<file path="src/hdl/apr_unit.sv">
// Shared compare/subtract unit: page reduction steps and age minimum search.
module apr_unit #(
  parameter int W = 10
) (
  input  logic [W-1:0] a,
  input  logic [W-1:0] b,
  output logic         lt,
  output logic [W-1:0] diff
);

  assign lt   = (a < b);
  assign diff = a - b;

endmodule

</file>
<file path="config.mk">
export PLATFORM = sky130hd
export DESIGN_NAME = apr_unit
export DESIGN_NICKNAME = d
export VERILOG_FILES = /design/src/hdl/apr_unit.sv
export SDC_FILE = /design/constraint.sdc
export NUM_CORES = 1
export LEC_CHECK = 0
export ABC_AREA = 0
export BUFFER_PORTS_ARGS = -buffer_cell sky130_fd_sc_hd__buf_2
export CAP_MARGIN = 20
export CORE_AREA = 2 2 39 41
export DETAILED_ROUTE_END_ITERATION = 7
export DIE_AREA = 0 0 41 43
export PLACE_DENSITY = 0.66
export SYNTH_ARGS = -nofsm -noshare
export SYNTH_HDL_FRONTEND = slang
export SYNTH_SLANG_ARGS = --single-unit
</file>
<file path="constraint.sdc">
create_clock -name vclk -period 3
set_input_delay 0.75 -clock vclk [all_inputs]
set_output_delay 0.75 -clock vclk [all_outputs]
set_load 0.03 [all_outputs]
</file>
# Yosys cells after proc, flatten, opt, wreduce, memory -nomap -nowiden
# Cells that the tools add are included.
# Widths: inputs -> output; s select.
# totals
out_inout_bits	11
elab_cells	2
latch_bits	0
register_bits	0
memories	0
romBits	0
mem_bits_rw	0
# classes
div	0
order_cmp	1
n_reduce_logical	0
n_bitwise	0
muxes	0
shifts	0
n_addsub	1
n_mul	0
n_eq_ne	0
# op_table
op	n
$lt 10x10->1	1
$sub 10x10->10	1

# Logic depth before layout (Yosys ltp)
# logic_depth
depth_word	1
depth_mapped	9

# Least setup slack after synthesis
# Ideal clock, no wire load.
# synth_timing
kind	input-to-output
startpoint	input a[0]
endpoint	output lt
stages	8
n_path_buf	0
path_slack_ps	-206
arrival_ps	2456
cell_sequence	inv_1 ha_1 inv_1 fa_1 a21o_2 a21oi_2 o21ai_0 a31oi_1
# synth_between
elab_chain_cells	1
# synth_lines
item	line	text
start, declared	5	input logic [W-1:0] a,
$lt 10x10->1	11	assign lt = (a < b);
end, declared	7	output logic lt,
# No other way between the ends.

# Worst setup path in the final report
# layout_timing
startpoint	input a[0]
endpoint	output diff[6]
# layout_between
elab_chain_cells	1
# layout_lines
item	line	text
$sub 10x10->10	12	assign diff = a - b;
end, declared	8	output logic [W-1:0] diff
# No other way between the ends.

==> results_dict.tcl <==
set metrics [dict create \
    worstPathArrival_ns 2.32 \
    start_kind "input port" \
    die-area_um2 1760 \
    crit_path_max_fanout 3 \
    dpl.hpwl_um 881 \
    yosysTopAreaCellShare_pct 29.0 \
    setup_viol 1 \
    peakVddDrop_uv 142 \
    vias 513 \
    fp.coreArea_um2 1380 \
    hold_slack_ns 1.91 \
    die_w_um 41 \
    syn2layout_area_growth_pct 73.6 \
    seq_power_share_pct 0 \
    multiInputGateArea_um2 449 \
    gp_congestion 0.624 \
    status "complete, but fails checks" \
    min_to "diff[0]" \
    crit_required_ns 2.25 \
    drv_cap 0 \
    hold_class "in2out" \
    sw_frac_of_total_pct 56.5 \
    io_pins 31 \
    switchingPower_uw 128 \
    syn_nets 89 \
    grt_pass1_wl_mm 1.77 \
    crit_slowest_cell "fa_2" \
    hp-start "b[0]" \
    grtUsageTotal_pct 13.1 \
    grt_pass1_vias 506 \
    clkPwrFrac_pct 0 \
    netlist_area_um2 432 \
    postCtsHoldBufs 0 \
    tightest_slew_ns 0.252 \
    avgRoutedWirePerCell_um 8.96 \
    final_antenna_net_count 0 \
    postSynthCellCount 58 \
    yosysSeqAreaShare_pct 0 \
    final.setup.worst_slack_ns -0.0690 \
    antenna_found_initial 0 \
    yosysTopAreaCell "ha_1" \
    hold_violations 0 \
    power_leakage_uw 0.000409 \
    start_util_pct 31.2 \
    rows 14 \
    nNetsFinal 128 \
    timing.final.crit_share_pct 102 \
    slowest_delay_ns 0.35 \
    slew_viol_final 0 \
    synthTopCellsByArea "ha_1 (29%), inv_1 (11%), xor2_1 (8.1%), xnor2_1 (6.1%), fa_1 (4.6%)" \
    pre_cts_ws_ns -0.273 \
    drive_gt1_share_pct 53.7 \
    nFillCells 151 \
    nClkBuffers 0 \
    antenna_cells 0 \
    die_h_um 43 \
    seq_cell_count 0 \
    vias_per_cell 4.62 \
    yosys_warnings 0 \
    overflow 0 \
    syn_area_per_cell_um2 7.44 \
    min_path_cells 4 \
    p_int_uw 98.8 \
    drt_iter0_drc 2 \
    grt_max_degree 5 \
    power.density_nw_per_um2 303 \
    rsz0062_at_grt "yes" \
    tns_ns -0.0690 \
    firstDrtPassIters 4 \
    fmax_mhz 326 \
    critPathCaptureType "primary output" \
    p_comb_share_pct 100.0 \
    path_cells "buf_6 > inv_4 > ha_4 > inv_2 > fa_2 > a21o_4 > a21oi_4 > o21bai_1 > a21oi_2 > xnor2_2 > buf_6" \
    violations "negative setup slack" \
    regArea_um2 0 \
    max-slew-margin-rel_pct 83.2 \
    synth_cell_types 25 \
    port_buffers 31 \
    critPathMostFrequentCell "buf_6" \
    period_minus_slack_ns 3.07 \
    path_class "in2out" \
    wl_um 995 \
    drc 0 \
]
power groups by stage:
stage               sequential, uW  clock, uW  combinational (uW)
floorplan                        0          0                 147
global placement                 0          0                 199
detailed placement               0          0                 201
CTS                              0          0                 218
global route                     0          0                 246
finish                           0          0                 227
worst max-delay path by stage:
stage / from / endpoint / slack, ns / depth (start not counted)
finish: a[0] / diff[6] / -0.07 / 11
global route: a[0] / diff[6] / -0.14 / 11
CTS: a[0] / diff[6] / -0.09 / 11
detailed placement: a[0] / diff[6] / -0.27 / 11
global placement: a[0] / diff[6] / -0.23 / 11
floorplan: a[0] / diff[8] / -0.02 / 8
cell type report:
class	count	share of cell area, %
inverters	13	6.84
multi-input cells	45	59.9
well taps	16	2.67
repair buffers	37	30.6
cell usage after synthesis:
cell       n
nor2_1     4
a21oi_1    3
a31oi_1    1
nor3_1     2
o21ai_0    2
a21o_2     1
xnor2_1    3
o31ai_1    1
a21o_1     1
nand4_1    1
a21oi_2    1
a211oi_1   1
and2b_2    1
o21bai_1   1
nor2b_1    1
ha_1      10
inv_1     13
nor3b_1    1
o21a_1     1
fa_1       1
o21ai_2    1
nand2b_1   1
a211oi_2   1
xor2_1     4
o31a_1     1
worst max-delay path, delay by kind of cell:
family / cells / cell delay (ns)
compound gates: 4 / 0.66
xor+xnor: 1 / 0.13
fa+ha+maj: 2 / 0.47
buf+inv: 4 / 0.31
metrics by stage:
stage | instance area, um2 | utilization [%] | total power (uW) | cells
after floorplan | 465 | - | 147 | 58
after global placement | 663 | 47.9 | 199 | 108
after detailed placement | 663 | 47.9 | 201 | 108
after CTS | 717 | 51.8 | 218 | 109
after global routing | 749 | 54.2 | 246 | 111
final | 749 | 54.2 | 227 | 111
timing repair:
| action | 4_1_cts | 5_1_grt |
|---|---|---|
| pin swaps | 7 | 4 |
| resized for setup | 13 | 6 |
| setup endpoints to repair | 5 | 7 |
| buffers inserted | 1 | 2 |
| gates cloned | 0 | 0 |
metal layers:
| metal | track usage, % | share of wire [%] | vias up |
|---|---|---|---|
| met5 | 0 | 0 | - |
| met4 | 0 | 0 | 0 |
| met3 | 0 | 6.5 | 0 |
| met2 | 26.6 | 55 | 17 |
| met1 | 14.7 | 39 | 224 |
| li1 | - | - | 272 |
kinds of logic after synthesis:
| family | synth area share (%) |
|---|---|
| xor gates and xnor gates | 14.2 |
| AOI/OAI and AO/OA | 27.0 |
| buffers and inverters | 11.3 |
| adders and majority gates | 33.6 |
| and+or+nand+nor | 13.9 |
cell usage in the layout, fill, tap and decap left out, types with 2 or more instances in the layout:
cell and instances:
nor3_1 2, a21oi_1 2, xor2_1 3, buf_6 3, nor2_1 4, inv_1 11, o21ai_2 2, xnor2_1 2
ha_1 9, buf_2 24, buf_4 9
Note: power is estimated with default switching activity, not from simulation.
