$ cat src/hdl/apr_ram.sv
// Generic simple dual-port RAM: one write port, one read port with registered data.
module apr_ram #(
  parameter int WIDTH = 8,
  parameter int DEPTH = 256
) (
  input  logic                                  clk,
  input  logic                                  we,
  input  logic [(DEPTH > 1 ? $clog2(DEPTH) : 1)-1:0] waddr,
  input  logic [WIDTH-1:0]                      wdata,
  input  logic [(DEPTH > 1 ? $clog2(DEPTH) : 1)-1:0] raddr,
  output logic [WIDTH-1:0]                      rdata
);

  logic [WIDTH-1:0] mem [DEPTH];

  always_ff @(posedge clk) begin
    if (we) begin
      mem[waddr] <= wdata;
    end
    rdata <= mem[raddr];
  end

endmodule

$ cat config.mk
export PLATFORM = sky130hd
export DESIGN_NAME = apr_ram
export DESIGN_NICKNAME = d
export VERILOG_FILES = /design/src/hdl/apr_ram.sv
export SDC_FILE = /design/constraint.sdc
export NUM_CORES = 2
export LEC_CHECK = 0
export BUFFER_PORTS_ARGS = -buffer_cell sky130_fd_sc_hd__clkbuf_2
export CORE_MARGIN = 2
export CORE_UTILIZATION = 50
export DETAILED_ROUTE_END_ITERATION = 10
export PLACE_DENSITY = 0.64
export SLEW_MARGIN = 20
export SYNTH_ARGS = -nofsm -noshare
export SYNTH_HDL_FRONTEND = slang
export SYNTH_SLANG_ARGS = --single-unit
$ cat constraint.sdc
create_clock -name clk -period 2.82 [get_ports clk]
set_input_delay 0 -clock clk [delete_from_list [all_inputs] [get_ports clk]]
set_output_delay 0 -clock clk [all_outputs]
set_load 0.02 [all_outputs]
# Yosys cells after proc, flatten, opt, wreduce, memory -nomap -nowiden
# Memories as Yosys holds them, arrays and structs flattened. A register that Yosys moved wholly into a read port is not among the register bits.
# Cells that the tools add are included.
op_classes:
  n_addsub: 0
  n_mul: 0
  div_mod_pow: 0
  magnitude_cmp: 0
  n_eq_ne: 0
  shift: 0
  mux: 2
  bitwise: 0
  reduce_logical: 0
ops:
  columns: ["cell", "count"]
  rows:
  - ["two-way mux 1 bit", 2]
word_totals:
  register_bits: 0
  latchBits: 0
  ramBits: 2048
  romBits: 0
  inputBits: 26
  output_inout_bits: 8
  elab_cells: 3
  memories: 1
memory_table:
  columns: ["name", "words", "width", "read_ports", "rd_clocked_by_memory_dff", "write_ports", "line", "source"]
  rows:
  - ["mem", 256, 8, 1, 1, 1, "14", "logic [WIDTH-1:0] mem [DEPTH];"]

# Depth between registers and ports, before layout
depth:
  word_depth: 2
  ltp_mapped: 11
  mapped_depth_nobuf: 6

# Worst setup path after synthesis
# No wires, ideal clock.
synth_timing:
  path_type: "input -> register"
  startpoint: "input port raddr[0] (netlist name)"
  endpoint: "register rdata[2], read port of mem"
  setup_time_ns: 0.131
  arrival_time_ns: 1.807
  t_required_ns: 2.689
  slack_ns: 0.882
  cell_stages: 9
  n_path_buf: 4
  cell_sequence: "buf_6 -> buf_12 -> buf_8 -> buf_2 -> mux4_2 -> a22oi_1 -> a21oi_1 -> nor4_1 -> nor4_2"
synth_rtl:
  columns: ["item", "line", "source"]
  rows:
  - ["from (decl)", "10", "input logic [(DEPTH > 1 ? $clog2(DEPTH) : 1)-1:0] raddr,"]
  - ["to (decl)", "11", "output logic [WIDTH-1:0] rdata"]

==> flow_summary_export.csv <==
group,metric,value,unit
status,outcome,"finished, final reports clean",
logic_synthesis,synth_area,79600,sq um
sta,maxSlewHeadroom,34.0,%
sta,fin_ws,0.00394,ns
die,ios,34,
place,port_buffers,33,
place,hpwl,124000,um
logic_synthesis,avgSynthCellArea,21.3,sq um
logic_synthesis,synth_area_leaders,"edfxtp_1 77%, mux4_2 13%, mux2i_1 1.7%",
clock_tree,cts-root-buf,"clkbuf_16",
min_path,whs_endpoint,"mem[232][5]$_DFFE_PP_",
pwr,pwr-share-clk,41.2,%
logic_synthesis,synth_ff_type,"edfxtp_1",
logic_synthesis,syn_nets,3759,
die,initial_utilization,50.3,%
pwr,p_sw_share,21.5,%
cells_and_area,finish.instance_area,92000,sq um
pwr,p_leak,0.0294,uW
logic_synthesis,syn_inst,3733,
route,totalWireLength,195000,um
pwr,seq_power_share,53.6,%
global_routing,grt_pass1_wl,281000,um
die,dieArea,162000,sq um
global_routing,antenna_found_initial,11,
sta,setup_viol,0,
setup_path,reg2reg_setup_slack,0.004,ns
logic_synthesis,yosysTopAreaCell,"edfxtp_1",
clock_tree,clkLatencyLatePin,0.85,ns
setup_path,critPathMaxFanout,1,
sta,fmax,355,MHz
sta,skew,0.0735,ns
setup_path,critPathMaxStageDelay,0.87,ns
setup_path,cp-start-kind,"register",
logic_synthesis,ys_seq_area_share,77.5,%
clock_tree,tritoncts.num_buffers,201,
clock_tree,tritoncts,"yes",
die,die_y,403,um
sta,finalCritPeriodShare,99.9,%
setup_path,path_cells,"mux4_2, mux4_2, nor2b_1, nor4_1, buf_4, nor4_2",
die,rows,146,
cells_and_area,layout-drive-gt1-share,29.0,%
place,pre_cts_ws,-0.358,ns
pwr,p_switching,13500,uW
sta,drv_slew,0,
sta,period_needed,2.82,ns
place,gp_routability_congestion,0.857,
clock_tree,cts_hold_buffers,18,
cells_and_area,nets,4268,
die,die_w,403,um
clock_tree,cts_htree_levels,4,
sta,hold_viol,0,
cells_and_area,area_delta_synth_final,15.6,%
sta,rsz0062_at_grt,"false",
place,dpl_cell_area,85400,sq um
setup_path,cp.required,3.53,ns
setup_path,crit_slowest_cell,"nor4_1",
route,detail_route.first_pass.iterations,6,
clock_tree,cts.clk_slew.worst_paths,0.06,ns
logic_synthesis,synth_commonest_cells,"2048 x edfxtp_1, 454 x mux4_2, 282 x nor2_1, 134 x mux2i_1, 133 x a22oi_1",
logic_synthesis,netlist.area_leader.share,77.3,%
global_routing,grt_max_degree,128,
logic_synthesis,yosysUniqueCellTypes,55,
die,core,158000,sq um
clock_tree,clock_tree.buffer_depth,3,
pwr,p_per_area,684,nW/um^2
global_routing,grt_pass1_vias,39923,
setup_path,crit_path_end_kind,"register",
route,wl_per_cell,30.0,um
clock_tree,cts_sinks,2056,
setup_path,crit_type,"register to register",
sta,timing.hold.ws,0.139,ns
clock_tree,post_cts_buffers,0,
route,vias_per_cell,6.17,
flow_run,cap_violations,0,
min_path,hold_depth,3,
global_routing,grt.total_usage,24.1,%
route,drc,0,
pwr,p_int,49400,uW
sta,worst-slew-pin-transition,0.990,ns
logic_synthesis,synth_edf_count,2048,
pwr,pwr-share-comb,5.2,%
route,num_vias,40012,
min_path,min_path_type,"input port to register",
clock_tree,postCtsResizedCells,0,
setup_path,r2r_end,"rdata[2]$_DFF_P_",
min_path,hold_start,"we",
setup_path,cp_common_cell,"mux4_2",
setup_path,critPathArrivalTime,3.53,ns
setup_path,rr_startpoint,"mem[82][2]$_DFFE_PP_",
global_routing,grt-ovfl-total,0,
logic_synthesis,yosysMostFrequentCell,"edfxtp_1",
logic_synthesis,async_reset_ff_share,0,%
route,detail-route-antenna-nets,0,
route,drt-initial-drc-count,5151,
pwr,vdd_drop_max,0.686,mV
cells_and_area,num-fill-cells,11463,
setup_path,reg2reg_depth,6,
logic_synthesis,ys_ff_latch,2056,
logic_synthesis,ys_warn_count,0,
==> critical path: cells and delay by family, from the launching register on <==
family | cells | cell delay [ns]
simple gates | 3 | 1.11
flops | 1 | 0.36
mux | 2 | 0.98
buf+inv | 1 | 0.24
==> cells by family after synthesis <==
| group | after synthesis | synth area share [%] |
|---|---|---|
| muxes | 591 | 14.6 |
| DFF | 2056 | 77.5 |
| buffers and inverters | 235 | 1.83 |
| and+or+nand+nor | 466 | 2.63 |
| AOI/OAI and AO/OA | 385 | 3.42 |
==> per-layer routing <==
| metal | vias up | GRT usage [%] | wire length [um] |
|---|---|---|---|
| li1 | 16718 | - | - |
| met1 | 21081 | 35.1 | 80200 |
| met2 | 1887 | 37.3 | 92300 |
| met3 | 318 | 4.70 | 16500 |
| met4 | 8 | 7.55 | 5890 |
| met5 | - | 0 | 55 |
==> flip-flops by register name, indices dropped and copies added (netlist names) <==
name	flops
rdata	8
mem	2048
==> worst max path at each step <==
stage,from,to,slack [ns],cells after the start
6_report,mem[82][2]$_DFFE_PP_,rdata[2]$_DFF_P_,0.004,6
5_1_grt,mem[82][5]$_DFFE_PP_,rdata[5]$_DFF_P_,0.01,7
4_1_cts,mem[84][1]$_DFFE_PP_,rdata[1]$_DFF_P_,0.01,6
3_5_place_dp,raddr[0],rdata[3]$_DFF_P_,-0.36,10
3_3_place_gp,raddr[0],rdata[0]$_DFF_P_,-0.50,9
2_1_floorplan,raddr[0],rdata[2]$_DFF_P_,0.88,9
==> layout make-up <==
| cell class | count | area [sq um] | share of cell area, % |
|---|---|---|---|
| flip-flops and latches | 2056 | 61700 | 67.0 |
| multi-input cells | 1442 | 16500 | 17.9 |
| clock buffers | 251 | 5270 | 5.73 |
| repair buffers | 539 | 4790 | 5.21 |
| well taps | 2072 | 2590 | 2.82 |
| clock inverters | 121 | 1150 | 1.25 |
| diodes | 6 | 15.0 | 0.0163 |
| inverters | 2 | 7.51 | 0.00816 |
==> cells in the final DEF, fill, tap and decap left out, types with 10 or more instances in the layout <==
| cell type | synthesis | routed |
|---|---|---|
| clkbuf_1 | 111 | 46 |
| nor2_1 | 282 | 279 |
| nand4_1 | 10 | 10 |
| a21oi_1 | 96 | 96 |
| buf_12 | 8 | 54 |
| o221ai_1 | 46 | 46 |
| buf_8 | 13 | 10 |
| a211oi_1 | 16 | 16 |
| dlygate4sd3_1 | 0 | 18 |
| a22oi_1 | 133 | 133 |
| nor3_1 | 22 | 22 |
| nand2_1 | 33 | 33 |
| clkinv_2 | 0 | 39 |
| clkinvlp_4 | 0 | 11 |
| edfxtp_1 | 2048 | 2048 |
| bufinv_16 | 0 | 13 |
| clkinv_1 | 1 | 45 |
| o211ai_1 | 10 | 10 |
| mux4_2 | 454 | 454 |
| o22ai_1 | 28 | 28 |
| mux2i_1 | 134 | 134 |
| o21ai_0 | 10 | 10 |
| clkbuf_16 | 0 | 202 |
| a221oi_1 | 13 | 13 |
| nor2b_1 | 31 | 28 |
| buf_4 | 27 | 436 |
| clkbuf_2 | 0 | 21 |
| nor4_1 | 24 | 23 |
| nand3_1 | 34 | 32 |
==> per-stage QoR <==
stage | instances | power (uW) | TNS [ns] | utilization [%]
6_report | 6489 | 62900 | 0 | 58.1
4_1_cts | 6483 | 63400 | 0 | 58.1
3_5_place_dp | 6093 | 37700 | -1.11 | 54.0
5_1_grt | 6486 | 64700 | 0 | 58.1
2_1_floorplan | 3733 | 36000 | 0 | -
3_3_place_gp | 6093 | 37600 | -1.36 | 54.0
==> power groups by stage <==
stage / combinational, uW / clock (uW) / sequential [uW]
floorplan: 1640 / 0 / 34400
global placement: 3210 / 0 / 34400
detailed placement: 3250 / 0 / 34400
CTS: 3280 / 26300 / 33800
global route: 3440 / 27500 / 33700
finish: 3270 / 25900 / 33800
No activity file was read; power rests on OpenSTA's default activity.
